`config.mk`:
```
export PLATFORM = sky130hd
export DESIGN_NAME = nfca_anticollision_activation_unit_flat
export DESIGN_NICKNAME = d
export VERILOG_FILES = /design/src/rtl/core/nfca_pkg.sv /design/src/rtl/core/nfca_ifs.sv /design/src/rtl/core/nfca_front.sv /design/src/rtl/core/nfca_queue.sv /design/src/rtl/core/nfca_back.sv /design/src/rtl/core/nfca_anticollision_activation_unit.sv /design/src/flat_wrapper.sv
export SDC_FILE = /design/constraint.sdc
export NUM_CORES = 1
export LEC_CHECK = 0
export CORE_UTILIZATION = 55
export CTS_CLUSTER_DIAMETER = 200
export DETAILED_ROUTE_END_ITERATION = 16
export DONT_BUFFER_PORTS = 1
export GPL_ROUTABILITY_DRIVEN = 1
export MAX_ROUTING_LAYER = met4
export PLACE_DENSITY = 0.66
export REMOVE_ABC_BUFFERS = 1
export SKIP_LAST_GASP = 1
export SYNTH_ARGS = -nofsm -noshare
export SYNTH_HDL_FRONTEND = slang
export SYNTH_HIERARCHICAL = 1
export SYNTH_SLANG_ARGS = --single-unit
export TNS_END_PERCENT = 5
```
`constraint.sdc`:
```
create_clock -name clk -period 6.9 [get_ports clk]
set_input_delay 1.38 -clock clk [delete_from_list [all_inputs] [get_ports clk]]
set_output_delay 1.38 -clock clk [all_outputs]
set_load 0.03 [all_outputs]
```
`src/rtl/core/nfca_pkg.sv`:
```
// Shared types, codes and constants of the ISO14443A activation block.
package nfca_pkg;

  localparam int MAX_CASCADE_LEVELS = 3;
  localparam int UID_MAX_BYTES      = 10;
  localparam int UID_BITS           = 8 * UID_MAX_BYTES;
  localparam int QUEUE_DEPTH        = 2;
  localparam int QUEUE_PTR_W        = $clog2(QUEUE_DEPTH);
  localparam int QUEUE_CNT_W        = $clog2(QUEUE_DEPTH + 1);

  // Input modes
  localparam logic [1:0] MODE_START = 2'd0;
  localparam logic [1:0] MODE_RX    = 2'd1;

  // Transmit frame kinds
  localparam logic [1:0] KIND_NONE = 2'd0;
  localparam logic [1:0] KIND_SENS = 2'd1;
  localparam logic [1:0] KIND_SDD  = 2'd2;
  localparam logic [1:0] KIND_STD  = 2'd3;

  // Final status codes
  localparam logic [2:0] STAT_BUSY      = 3'd0;
  localparam logic [2:0] STAT_ACTIVE    = 3'd1;
  localparam logic [2:0] STAT_NOT_FOUND = 3'd2;
  localparam logic [2:0] STAT_COMM_ERR  = 3'd3;
  localparam logic [2:0] STAT_COLL_FAIL = 3'd4;

  // Configuration register indexes
  localparam logic REG_CASCADE_TAG = 1'b0;
  localparam logic REG_SELECT_BASE = 1'b1;

  localparam logic [7:0] CASCADE_TAG_RESET = 8'd136;
  localparam logic [7:0] SELECT_BASE_RESET = 8'd147;

  // Frame bytes
  localparam logic [7:0] HLTA_B0 = 8'h50;
  localparam logic [7:0] HLTA_B1 = 8'h00;
  localparam logic [7:0] SDD_PAR = 8'h20;
  localparam logic [7:0] SEL_PAR = 8'h70;

  localparam logic [2:0] LEN_HLTA = 3'd2;
  localparam logic [2:0] LEN_SDD  = 3'd2;
  localparam logic [2:0] LEN_SEL  = 3'd7;

  // Poller phases
  localparam logic [2:0] PH_IDLE   = 3'd0;
  localparam logic [2:0] PH_HALT   = 3'd1;
  localparam logic [2:0] PH_SENS   = 3'd2;
  localparam logic [2:0] PH_SDD    = 3'd3;
  localparam logic [2:0] PH_SEL    = 3'd4;
  localparam logic [2:0] PH_ACTIVE = 3'd5;
  localparam logic [2:0] PH_FAILED = 3'd6;

  // Classified transfer outcome passed from front to back
  typedef struct packed {
    logic        start;
    logic        got;
    logic        len_one;
    logic        len_two;
    logic        len_five;
    logic        crc_ok;
    logic [39:0] rx_data;
  } cls_t;

endpackage

```
`src/rtl/core/nfca_ifs.sv`:
```
// Valid/ready channel interfaces for transfer outcomes and poller results.
interface nfca_in_if;
  logic        valid;
  logic        ready;
  logic [1:0]  mode;
  logic [3:0]  rx_len;
  logic [39:0] rx_data;
  logic        crc_ok;

  modport source (output valid, mode, rx_len, rx_data, crc_ok, input ready);
  modport sink   (input valid, mode, rx_len, rx_data, crc_ok, output ready);
endinterface

interface nfca_out_if;
  logic        valid;
  logic        ready;
  logic [1:0]  tx_kind;
  logic [2:0]  tx_len;
  logic [55:0] tx_data;
  logic [2:0]  status;
  logic [63:0] uid_low_bytes;
  logic [15:0] uid_high_bytes;
  logic [3:0]  uid_length;
  logic [7:0]  sak_value;
  logic [15:0] atqa_value;

  modport source (output valid, tx_kind, tx_len, tx_data, status, uid_low_bytes,
                  uid_high_bytes, uid_length, sak_value, atqa_value, input ready);
  modport sink   (input valid, tx_kind, tx_len, tx_data, status, uid_low_bytes,
                  uid_high_bytes, uid_length, sak_value, atqa_value, output ready);
endinterface

```
`src/rtl/core/nfca_front.sv`:
```
// Front end: accept transfer outcomes and classify them for the queue.
module nfca_front import nfca_pkg::*; (
  nfca_in_if.sink in_ch,
  output logic    wr_valid,
  output cls_t    wr_data,
  input  logic    wr_ready
);

  assign in_ch.ready = wr_ready;
  assign wr_valid    = in_ch.valid;

  always_comb begin
    wr_data.start    = (in_ch.mode == MODE_START);
    wr_data.got      = (in_ch.mode == MODE_RX);
    wr_data.len_one  = (in_ch.rx_len == 4'd1);
    wr_data.len_two  = (in_ch.rx_len == 4'd2);
    wr_data.len_five = (in_ch.rx_len == 4'd5);
    wr_data.crc_ok   = in_ch.crc_ok;
    wr_data.rx_data  = in_ch.rx_data;
  end

endmodule

```
`src/rtl/core/nfca_queue.sv`:
```
// Short FIFO between the classifying front end and the protocol back end.
module nfca_queue import nfca_pkg::*; (
  input  logic clk,
  input  logic rst,
  input  logic wr_valid,
  input  cls_t wr_data,
  output logic wr_ready,
  output logic rd_valid,
  output cls_t rd_data,
  input  logic rd_ready
);

  cls_t                   slots [QUEUE_DEPTH];
  logic [QUEUE_PTR_W-1:0] wr_ptr;
  logic [QUEUE_PTR_W-1:0] rd_ptr;
  logic [QUEUE_CNT_W-1:0] fill;
  logic                   push;
  logic                   pop;

  assign wr_ready = (fill != QUEUE_CNT_W'(QUEUE_DEPTH));
  assign rd_valid = (fill != '0);
  assign rd_data  = slots[rd_ptr];
  assign push     = wr_valid && wr_ready;
  assign pop      = rd_valid && rd_ready;

  always_ff @(posedge clk) begin
    if (push) begin
      slots[wr_ptr] <= wr_data;
    end
  end

  always_ff @(posedge clk) begin
    if (rst) begin
      wr_ptr <= '0;
      rd_ptr <= '0;
      fill   <= '0;
    end else begin
      if (push) begin
        wr_ptr <= (wr_ptr == QUEUE_PTR_W'(QUEUE_DEPTH - 1)) ? '0 : wr_ptr + 1'b1;
      end
      if (pop) begin
        rd_ptr <= (rd_ptr == QUEUE_PTR_W'(QUEUE_DEPTH - 1)) ? '0 : rd_ptr + 1'b1;
      end
      if (push && !pop) begin
        fill <= fill + 1'b1;
      end else if (pop && !push) begin
        fill <= fill - 1'b1;
      end
    end
  end

endmodule

```
`src/rtl/core/nfca_back.sv`:
```
// Back end: activation sequencer, UID collection and registered result stage.
module nfca_back import nfca_pkg::*; (
  input  logic       clk,
  input  logic       rst,
  input  logic [7:0] cascade_tag_value,
  input  logic [7:0] select_code_base,
  input  logic       rd_valid,
  input  cls_t       rd_data,
  output logic       rd_ready,
  nfca_out_if.source out_ch
);

  logic [2:0]          phase, phase_next;
  logic [1:0]          level, level_next;
  logic [3:0]          uid_count, uid_count_next;
  logic [15:0]         atqa, atqa_next;
  logic [7:0]          sak, sak_next;
  logic [31:0]         held_id, held_id_next;
  logic [UID_BITS-1:0] uid_vec, uid_vec_next, uid_masked;

  logic                out_valid;
  logic                emit;
  logic [1:0]          kind;
  logic [2:0]          tx_len;
  logic [55:0]         tx_data;
  logic [2:0]          status;

  logic                wr_en;
  logic [2:0]          wr_n;
  logic [31:0]         wr_src;
  logic [7:0]          sel_now;
  logic [7:0]          sel_up;
  logic [1:0]          ofs;
  logic                is_tag;
  logic                take;

  assign rd_ready     = !out_valid || out_ch.ready;
  assign take         = rd_valid && rd_ready;
  assign out_ch.valid = out_valid;

  assign sel_now = select_code_base + {5'd0, level, 1'b0};
  assign sel_up  = select_code_base + {5'd0, level + 2'd1, 1'b0};
  assign is_tag  = (held_id[7:0] == cascade_tag_value);

  always_comb begin
    phase_next     = phase;
    level_next     = level;
    uid_count_next = uid_count;
    atqa_next      = atqa;
    sak_next       = sak;
    held_id_next   = held_id;
    emit           = 1'b1;
    kind           = KIND_NONE;
    tx_len         = 3'd0;
    tx_data        = '0;
    status         = STAT_BUSY;
    wr_en          = 1'b0;
    wr_n           = 3'd4;
    wr_src         = held_id;

    if (rd_data.start) begin
      level_next     = '0;
      uid_count_next = '0;
      atqa_next      = '0;
      sak_next       = '0;
      if (phase != PH_IDLE && phase != PH_SENS) begin
        phase_next = PH_HALT;
        kind       = KIND_STD;
        tx_len     = LEN_HLTA;
        tx_data    = {40'd0, HLTA_B1, HLTA_B0};
      end else begin
        phase_next = PH_SENS;
        kind       = KIND_SENS;
      end
    end else begin
      case (phase)
        PH_HALT: begin
          phase_next = PH_SENS;
          kind       = KIND_SENS;
        end
        PH_SENS: begin
          if (!rd_data.got) begin
            phase_next = PH_IDLE;
            status     = STAT_NOT_FOUND;
          end else if (!rd_data.len_two) begin
            phase_next = PH_IDLE;
            status     = STAT_COMM_ERR;
          end else begin
            atqa_next  = rd_data.rx_data[15:0];
            level_next = '0;
            phase_next = PH_SDD;
            kind       = KIND_SDD;
            tx_len     = LEN_SDD;
            tx_data    = {40'd0, SDD_PAR, select_code_base};
          end
        end
        PH_SDD: begin
          if (!rd_data.got || !rd_data.len_five) begin
            phase_next = PH_FAILED;
            status     = STAT_COLL_FAIL;
          end else begin
            held_id_next = rd_data.rx_data[31:0];
            phase_next   = PH_SEL;
            kind         = KIND_STD;
            tx_len       = LEN_SEL;
            tx_data      = {rd_data.rx_data, SEL_PAR, sel_now};
          end
        end
        PH_SEL: begin
          if (!rd_data.got || !rd_data.crc_ok || !rd_data.len_one) begin
            phase_next = PH_FAILED;
            status     = STAT_COLL_FAIL;
          end else if (is_tag) begin
            if ({3'd0, level} + 5'd1 >= 5'(MAX_CASCADE_LEVELS) ||
                {1'b0, uid_count} + 5'd3 > 5'(UID_MAX_BYTES)) begin
              phase_next = PH_FAILED;
              status     = STAT_COLL_FAIL;
            end else begin
              // Tag byte dropped: keep the three UID bytes after it
              wr_en          = 1'b1;
              wr_n           = 3'd3;
              wr_src         = {8'd0, held_id[31:8]};
              uid_count_next = uid_count + 4'd3;
              level_next     = level + 2'd1;
              phase_next     = PH_SDD;
              kind           = KIND_SDD;
              tx_len         = LEN_SDD;
              tx_data        = {40'd0, SDD_PAR, sel_up};
            end
          end else if ({1'b0, uid_count} + 5'd4 > 5'(UID_MAX_BYTES)) begin
            phase_next = PH_FAILED;
            status     = STAT_COLL_FAIL;
          end else begin
            wr_en          = 1'b1;
            uid_count_next = uid_count + 4'd4;
            sak_next       = rd_data.rx_data[7:0];
            phase_next     = PH_ACTIVE;
            status         = STAT_ACTIVE;
          end
        end
        default: begin
          // Stray outcome while idle, active or failed: drop it
          emit = 1'b0;
        end
      endcase
    end
  end

  // Place new UID bytes at the current fill point, then hide bytes past the count
  always_comb begin
    uid_vec_next = uid_vec;
    uid_masked   = '0;
    ofs          = '0;
    for (int b = 0; b < UID_MAX_BYTES; b++) begin
      ofs = 2'(4'(b) - uid_count);
      if (wr_en && 4'(b) >= uid_count &&
          5'(b) < {1'b0, uid_count} + {2'd0, wr_n}) begin
        uid_vec_next[b*8 +: 8] = wr_src[{ofs, 3'b000} +: 8];
      end
      if (4'(b) < uid_count_next) begin
        uid_masked[b*8 +: 8] = uid_vec_next[b*8 +: 8];
      end
    end
  end

  always_ff @(posedge clk) begin
    if (rst) begin
      phase     <= PH_IDLE;
      level     <= '0;
      uid_count <= '0;
      atqa      <= '0;
      sak       <= '0;
      out_valid <= 1'b0;
    end else begin
      if (take) begin
        phase     <= phase_next;
        level     <= level_next;
        uid_count <= uid_count_next;
        atqa      <= atqa_next;
        sak       <= sak_next;
        out_valid <= emit;
      end else if (out_ch.ready) begin
        out_valid <= 1'b0;
      end
    end
  end

  always_ff @(posedge clk) begin
    if (take) begin
      uid_vec <= uid_vec_next;
      held_id <= held_id_next;
      if (emit) begin
        out_ch.tx_kind        <= kind;
        out_ch.tx_len         <= tx_len;
        out_ch.tx_data        <= tx_data;
        out_ch.status         <= status;
        out_ch.uid_low_bytes  <= uid_masked[63:0];
        out_ch.uid_high_bytes <= uid_masked[79:64];
        out_ch.uid_length     <= uid_count_next;
        out_ch.sak_value      <= sak_next;
        out_ch.atqa_value     <= atqa_next;
      end
    end
  end

endmodule

```
`src/rtl/core/nfca_anticollision_activation_unit.sv`:
```
// Top level of the ISO14443A poller activation block (anticollision and select).
// Throughput: one transfer outcome per cycle, sustained, while results are taken.
// Path: each accepted input passes through a queue slot, then the result register.
// Each input gives one result, except a stray outcome while idle, active or failed.
// Reset (rst, synchronous): phase idle, level and UID count zero, ATQA/SAK zero,
// queue empty, registers at 0x88 / 0x93; UID bytes are not cleared and need no pass.
module nfca_anticollision_activation_unit import nfca_pkg::*; (
  input  logic       clk,
  input  logic       rst,
  input  logic       cfg_we,
  input  logic       cfg_index,
  input  logic [7:0] cfg_data,
  nfca_in_if.sink    in_ch,
  nfca_out_if.source out_ch
);

  // Configuration registers; the user must write them only while no transfer is in flight (not enforced here)
  logic [7:0] cascade_tag_value;
  logic [7:0] select_code_base;

  // Front-to-queue and queue-to-back channels
  logic wr_valid;
  logic wr_ready;
  cls_t wr_data;
  logic rd_valid;
  logic rd_ready;
  cls_t rd_data;

  always_ff @(posedge clk) begin
    if (rst) begin
      cascade_tag_value <= CASCADE_TAG_RESET;
      select_code_base  <= SELECT_BASE_RESET;
    end else if (cfg_we) begin
      case (cfg_index)
        REG_CASCADE_TAG: cascade_tag_value <= cfg_data;
        REG_SELECT_BASE: select_code_base  <= cfg_data;
        default: begin
        end
      endcase
    end
  end

  // Decode mode, length and CRC flags of each accepted transfer
  nfca_front u_front (
    .in_ch    (in_ch),
    .wr_valid (wr_valid),
    .wr_data  (wr_data),
    .wr_ready (wr_ready)
  );

  // Hold classified outcomes so a stalled result does not block intake
  nfca_queue u_queue (
    .clk      (clk),
    .rst      (rst),
    .wr_valid (wr_valid),
    .wr_data  (wr_data),
    .wr_ready (wr_ready),
    .rd_valid (rd_valid),
    .rd_data  (rd_data),
    .rd_ready (rd_ready)
  );

  // Advance the activation sequence and drive the result register
  nfca_back u_back (
    .clk               (clk),
    .rst               (rst),
    .cascade_tag_value (cascade_tag_value),
    .select_code_base  (select_code_base),
    .rd_valid          (rd_valid),
    .rd_data           (rd_data),
    .rd_ready          (rd_ready),
    .out_ch            (out_ch)
  );

endmodule

```
`src/flat_wrapper.sv`:
```
// flat-port wrapper written by rule: the top's interface ports become plain ports
module nfca_anticollision_activation_unit_flat import nfca_pkg::*;
  (clk, rst, cfg_we, cfg_index, cfg_data, in_ch_valid, in_ch_mode, in_ch_rx_len, in_ch_rx_data, in_ch_crc_ok, in_ch_ready, out_ch_valid, out_ch_tx_kind, out_ch_tx_len, out_ch_tx_data, out_ch_status, out_ch_uid_low_bytes, out_ch_uid_high_bytes, out_ch_uid_length, out_ch_sak_value, out_ch_atqa_value, out_ch_ready);
  nfca_in_if in_ch_i ();
  nfca_out_if out_ch_i ();
  input  logic clk;
  input  logic rst;
  input  logic cfg_we;
  input  logic cfg_index;
  input  logic [7:0] cfg_data;
  input wire logic [$bits(in_ch_i.valid)-1:0] in_ch_valid;
  input wire logic [$bits(in_ch_i.mode)-1:0] in_ch_mode;
  input wire logic [$bits(in_ch_i.rx_len)-1:0] in_ch_rx_len;
  input wire logic [$bits(in_ch_i.rx_data)-1:0] in_ch_rx_data;
  input wire logic [$bits(in_ch_i.crc_ok)-1:0] in_ch_crc_ok;
  output wire logic [$bits(in_ch_i.ready)-1:0] in_ch_ready;
  output wire logic [$bits(out_ch_i.valid)-1:0] out_ch_valid;
  output wire logic [$bits(out_ch_i.tx_kind)-1:0] out_ch_tx_kind;
  output wire logic [$bits(out_ch_i.tx_len)-1:0] out_ch_tx_len;
  output wire logic [$bits(out_ch_i.tx_data)-1:0] out_ch_tx_data;
  output wire logic [$bits(out_ch_i.status)-1:0] out_ch_status;
  output wire logic [$bits(out_ch_i.uid_low_bytes)-1:0] out_ch_uid_low_bytes;
  output wire logic [$bits(out_ch_i.uid_high_bytes)-1:0] out_ch_uid_high_bytes;
  output wire logic [$bits(out_ch_i.uid_length)-1:0] out_ch_uid_length;
  output wire logic [$bits(out_ch_i.sak_value)-1:0] out_ch_sak_value;
  output wire logic [$bits(out_ch_i.atqa_value)-1:0] out_ch_atqa_value;
  input wire logic [$bits(out_ch_i.ready)-1:0] out_ch_ready;
  assign in_ch_i.valid = in_ch_valid;
  assign in_ch_i.mode = in_ch_mode;
  assign in_ch_i.rx_len = in_ch_rx_len;
  assign in_ch_i.rx_data = in_ch_rx_data;
  assign in_ch_i.crc_ok = in_ch_crc_ok;
  assign in_ch_ready = in_ch_i.ready;
  assign out_ch_valid = out_ch_i.valid;
  assign out_ch_tx_kind = out_ch_i.tx_kind;
  assign out_ch_tx_len = out_ch_i.tx_len;
  assign out_ch_tx_data = out_ch_i.tx_data;
  assign out_ch_status = out_ch_i.status;
  assign out_ch_uid_low_bytes = out_ch_i.uid_low_bytes;
  assign out_ch_uid_high_bytes = out_ch_i.uid_high_bytes;
  assign out_ch_uid_length = out_ch_i.uid_length;
  assign out_ch_sak_value = out_ch_i.sak_value;
  assign out_ch_atqa_value = out_ch_i.atqa_value;
  assign out_ch_i.ready = out_ch_ready;
  nfca_anticollision_activation_unit u_core (.clk(clk), .rst(rst), .cfg_we(cfg_we), .cfg_index(cfg_index), .cfg_data(cfg_data), .in_ch(in_ch_i), .out_ch(out_ch_i));
endmodule
```
### Word level (Yosys, flattened, before mapping)

Memory sizes are Yosys's and may differ from the RTL's. A register that Yosys moved wholly into a read port is not among the register bits.
Cells that the tools add are included.

| storage, ports and cells | value |
|---|---|
| register bits | 338 |
| ROM bits | 0 |
| latch bits | 0 |
| output and inout port bits | 174 |
| memories kept | 1 |
| input port bits | 61 |
| logic and storage cells | 272 |
| RAM bits | 92 |

Memories:

| memory | depth | width | read ports | clocked after Yosys merged registers in | write ports | line | source |
|---|---|---|---|---|---|---|---|
| u_core.u_queue.slots | 2 | 46 | 1 | 1 | 1 | nfca_queue.sv:13 | `cls_t slots [QUEUE_DEPTH];` |

| cells by class | value |
|---|---|
| bitwise gates (word level) | 3 |
| magnitude comparators | 33 |
| multipliers | 0 |
| reductions and logical operators | 51 |
| equality and inequality tests | 16 |
| muxes and demuxes | 105 |
| divide/modulo/power cells | 0 |
| shifts and indexed selects | 10 |
| add/sub/neg operators | 23 |

Operators with widths:

| kind | number |
|---|---|
| $shiftx 32x6->8 | 10 |
| $pmux 56 s3 | 1 |
| $mux 32 | 5 |
| $mux 8 | 15 |
| $mux 56 | 2 |
| $mux 14 | 5 |
| $mux 16 | 4 |
| $mux 2 | 29 |
| $mux 3 | 16 |
| $logic_and 1x1->1 | 25 |
| $mux 4 | 6 |
| $lt 3x5->1 const A | 4 |
| $ne 3x2->1 const B | 6 |
| $pmux 3 s3 | 2 |
| $add 8x3->8 | 2 |
| $ge 3x4->1 const A | 4 |
| $lt 3x4->1 const A | 4 |
| $mux 1 | 16 |
| $pmux 3 s4 | 1 |
| $sub 1x2->2 const A | 6 |
| $gt 5x4->1 const B | 2 |
| $lt 1x5->1 const A | 2 |
| $lt 2x5->1 const A | 2 |
| $lt 4x5->1 const A | 2 |
| 40 further kinds | 70 |

### Logic depth before layout (Yosys ltp)

| depth | value |
|---|---|
| depth in word-level cells | 12 |
| mapped depth | 21 |
| mapped depth without buffers | 17 |

### Hierarchy

The synthesis kept the hierarchy.

Modules (own cells, without submodules):

| module | area an instance (µm²) | times used | cells each | seq. area each (µm²) |
|---|---|---|---|---|
| nfca_back | 15716.3 | 1 | 1386 | 8968.6 |
| nfca_queue | 3538.4 | 1 | 167 | 2862.7 |
| nfca_anticollision_activation_unit | 674.4 | 1 | 66 | 320.3 |
| nfca_front | 362.8 | 1 | 48 | 0.0 |

### Worst setup path before layout

Ideal clock, no wire load.

| timing path | value |
|---|---|
| path kind | input to register |
| start point | input port out_ch_ready |
| end point | register u_core.u_back.phase[1] |
| library setup time | 84 ps |
| stages | 7 |
| arrival time | 5972 ps |
| required time | 6816 ps |
| buffers on the path | 0 |
| slack | 844 ps |
| cells stage by stage | nand2b_1 > nand2_1 > inv_1 > o21ai_0 > inv_1 > o311ai_0 > a21oi_1 |

| between the ends | value |
|---|---|
| word-level cells in the longest chain between the ends | 3 |

RTL lines:

| item | line | source |
|---|---|---|
| start, declared | flat_wrapper.sv:27 | `input wire logic [$bits(out_ch_i.ready)-1:0] out_ch_ready;` |
| $logic_or 1x1->1 | nfca_back.sv:37 | `assign rd_ready = !out_valid \|\| out_ch.ready;` |
| $logic_and 1x1->1 | nfca_back.sv:38 | `assign take = rd_valid && rd_ready;` |
| $reduce_and 2->1 (no source line) | n/a |  |
| end signal, assigned | nfca_back.sv:176 | `phase <= phase_next;` |
| end, declared | nfca_back.sv:13 | `logic [2:0] phase, phase_next;` |

No other way between the ends.
A chain may end at the register's enable or synchronous reset.

==> flow_summary_export.csv <==
group,metric,value,unit
clock_network,cts_setup_buffers,0,
timing,tightestPinTransition,1.26,ns
placed_design,portBuffers,0,
drt,first_pass_iters,5,
setup_path,crit_chain,"buf_4 -> mux2_2 -> nand3_1 -> nor2_1 -> buf_4 -> nand4_1 -> buf_4 -> nor2_1 -> inv_1 -> ha_1 -> nand2_1 -> nor4_1 -> nand2_1 -> nor3_1 -> nor2_1 -> o21ai_2 -> mux2_2",
synth,yosysTopAreaCell,"edfxtp_1",
setup_path,setup.worst_path.end_class,"register",
timing,fmax,0.181,GHz
power_and_ir_drop,switching_share,32.4,%
drt,routedWlPerCell,23.5,um
setup_path,slowest_stage,"o21ai_2",
die,start_util,56.5,%
synth,netlist-cell-type-count,91,
die,core_area,35900,um2
clock_network,htree_levels,2,
outcome,status,"complete, no violations",
global_routing,first_global_vias,12400,
clock_network,cts_buffers,44,
clock_network,clock_path_buffers,3,
global_routing,use_met1,36.0,%
power_and_ir_drop,p_switching,2.45,mW
drt,via_per_inst,6.24,
drt,drc,0,
setup_path,slowest_delay,0.81,ns
cells_and_area,nets,1674,
cells_and_area,final.fill_count,2863,
clock_network,cts_tree,"done",
synth,synthFlopType,"edfxtp_1",
clock_network,clock_sink_count,423,
synth,ys_seq_area_share,59.9,%
cells_and_area,seqCellArea,12200,um2
cells_and_area,area_growth,6.89,%
clock_network,cts.repair.resized,0,
global_routing,grt_pass1_wl,75300,um
global_routing,use_met2,40.9,%
flow_run,maxCapViolCount,0,
timing,whs,0.448,ns
cells_and_area,final_area,21700,um2
placed_design,dpl.hpwl,32000,um
placed_design,dp_cells,2007,
timing,setup_violations,0,
synth,post-synth-top-count-cell,"edfxtp_1",
timing,post-route-min-period,5.51,ns
global_routing,gr-usage-all-layers,26.8,%
worst_hold_path,hold_path_class,"reg -> reg",
timing,hold_viol,0,
setup_path,cp.arrival,5.82,ns
synth,yosys.area.top_type_share,54.5,%
synth,netlist_top_cells_count,"edfxtp_1, nand2_1, mux2_2",
timing,final-max-slew-violation-count,0,
die,dieArea,37700,um2
synth,avgSynthCellArea,12.2,um2
synth,synth_area,20300,um2
die,die_y,194,um
die,die_width,194,um
setup_path,path_max_fanout,45,
power_and_ir_drop,ir_worst_vdd,336,uV
synth,ys_top_cells_by_area,"edfxtp_1, mux2_2, dfxtp_1, nand2_1, a21oi_1",
global_routing,antenna_found_initial,0,
synth,ys_ff_latch,423,
setup_path,worstPathRequired,7.21,ns
die,placementRows,69,
drt,final_antenna_net_count,0,
placed_design,placed_area,20300,um2
drt,drt_iter0_markers,1117,
clock_network,root_buffer,"clkbuf_16",
synth,async_flop_share,0,%
setup_path,critPathLaunchType,"register",
power_and_ir_drop,fin_total_pwr,7.59,mW
clock_network,cts_hold_buf,0,
synth,syn_inst,1667,
die,io_pins,235,
timing,maxSlewHeadroom,15.9,%
synth,yosys_warnings,6,
cells_and_area,fin_cells,2088,
global_routing,grt_max_degree,86,
global_routing,grt_overflow,0,
drt,vias,13000,
timing,timing.clock.skew,0.0204,ns
power_and_ir_drop,power_density,350,nW/um2
drt,drt_wl_total,49100,um
cells_and_area,multiInputGateArea,7270,um2
timing,rsz0062_at_grt,"false",
cells_and_area,n_antenna_cell,0,
setup_path,path_delay_family,"simple AND/OR/NAND/NOR gates",
synth,synth_edf_count,368,
power_and_ir_drop,pwr-share-clk,29.9,%
setup_path,crit_buf_inv,4,
placed_design,place.gp.congestion,0.903,
power_and_ir_drop,pwr-share-comb,14.0,%
power_and_ir_drop,p_leak,7.03,nW
cells_and_area,drive_above_1_share,15.9,%
clock_network,clkLatencyLatePin,0.57,ns
global_routing,busiest_layer,"met2",
power_and_ir_drop,intPower,5.13,mW
timing,timing.final.crit_share,79.9,%
clock_network,path_clk_slew,0.06,ns
power_and_ir_drop,seqPwrFrac,56.1,%
setup_path,crit_type,"reg -> reg",
global_routing,grtUsageMet3,6.12,%
[worst reg2reg max path, delay by kind of cell, from the launching register on]
kind | cells | cell delay [ns]
and+or+nand+nor | 9 | 1.54
muxes | 2 | 0.79
AOI/OAI and AO/OA | 1 | 0.81
adders and majority gates | 1 | 0.60
buffers and inverters | 4 | 1.18
DFF | 1 | 0.33
[worst paths after layout]
path | startpoint | end | slack, ns | cells past startpoint
worst max-delay path | register | u_core/u_back/uid_vec[51] | 1.39 | 17
worst min-delay path | u_core/u_back/sak[2] | u_core/u_back/sak[2] | 0.45 | 2
worst max register to register | register | u_core/u_back/uid_vec[51] | 1.39 | 17
worst min register to register | u_core/u_back/sak[2] | u_core/u_back/sak[2] | 0.45 | 2
[placed cells by master (no fill, tap or decap), types with 36 or more instances in the layout]
cell	synthesis	layout
mux2_2	124	124
nand2_1	211	211
mux2i_1	49	49
dfxtp_1	55	54
and2_1	52	52
nand3_1	36	36
nor2_1	58	57
clkbuf_16	0	45
edfxtp_1	368	368
a21oi_1	108	108
o21ai_0	51	51
[power by group through the flow]
stage | Combinational, mW | Clock, mW | Sequential (mW)
finish | 1.06 | 2.27 | 4.26
global route | 1.16 | 2.42 | 4.30
CTS | 1.08 | 2.33 | 4.26
detailed placement | 1.07 | 0 | 4.31
global placement | 1.05 | 0 | 4.30
floorplan | 0.701 | 0 | 4.34
[per-stage QoR]
step                      setup TNS, ns  utilization, %  setup WS, ns
after detailed placement              0            56.5          1.49
after floorplan                 -282.66               -         -2.08
after global placement                0            56.5          1.52
final                                 0            60.4          1.39
after CTS                             0            60.4          1.43
after global routing                  0            60.4         0.894
[metal layers]
layer / wire length, um / part of all wire (%)
met5: 0 / 0
met4: 970 / 2.0
met3: 3910 / 8.0
met2: 22800 / 47
met1: 21400 / 44
[layout make-up]
| class | count | share of cell area (%) |
|---|---|---|
| Timing Repair Buffer | 25 | 0.923 |
| Multi-Input combinational cell | 1076 | 33.5 |
| Sequential cell | 423 | 56.0 |
| Tap cell | 461 | 2.66 |
| Clock inverter | 22 | 0.669 |
| Clock buffer | 59 | 5.80 |
| Inverter | 22 | 0.415 |
[logic make-up (layout without fill, tap and decap cells)]
group | after synthesis | count (layout) | share of synthesized area (%)
XOR/XNOR | 19 | 19 | 0.913
other | 1 | 5 | 0.0185
adder cells (fa/ha/maj) | 21 | 21 | 1.37
AO/OA/AOI/OAI | 336 | 336 | 11.3
multiplexers | 175 | 175 | 9.45
buffers and inverters | 172 | 128 | 4.46
flip-flops | 423 | 423 | 59.9
AND/OR/NAND/NOR | 520 | 520 | 12.7
[sequential cells by signal (all words and copies together), names as in the netlist, named ones only]
signal / cells
u_core/u_back/phase: 3
u_core/u_back/out_ch.valid: 1
u_core/u_back/atqa: 16
u_core/select_code_base: 8
u_core/u_back/sak: 8
u_core/u_back/out_ch.tx_data: 50
u_core/u_back/out_ch.tx_len: 1
u_core/u_queue/wr_ptr: 1
u_core/u_back/out_ch.status: 3
u_core/u_back/out_ch.uid_high_bytes: 16
u_core/u_back/out_ch.uid_length: 4
u_core/cascade_tag_value: 8
u_core/u_back/held_id: 32
u_core/u_queue/fill: 2
u_core/u_back/uid_count: 4
u_core/u_back/out_ch.uid_low_bytes: 64
u_core/u_back/out_ch.tx_kind: 2
u_core/u_queue/rd_ptr: 1
u_core/u_back/out_ch.atqa_value: 16
u_core/u_back/out_ch.sak_value: 8
u_core/u_back/level: 2
u_core/u_queue/slots: 92
u_core/u_back/uid_vec: 80
(Power assumes the default switching activity.)
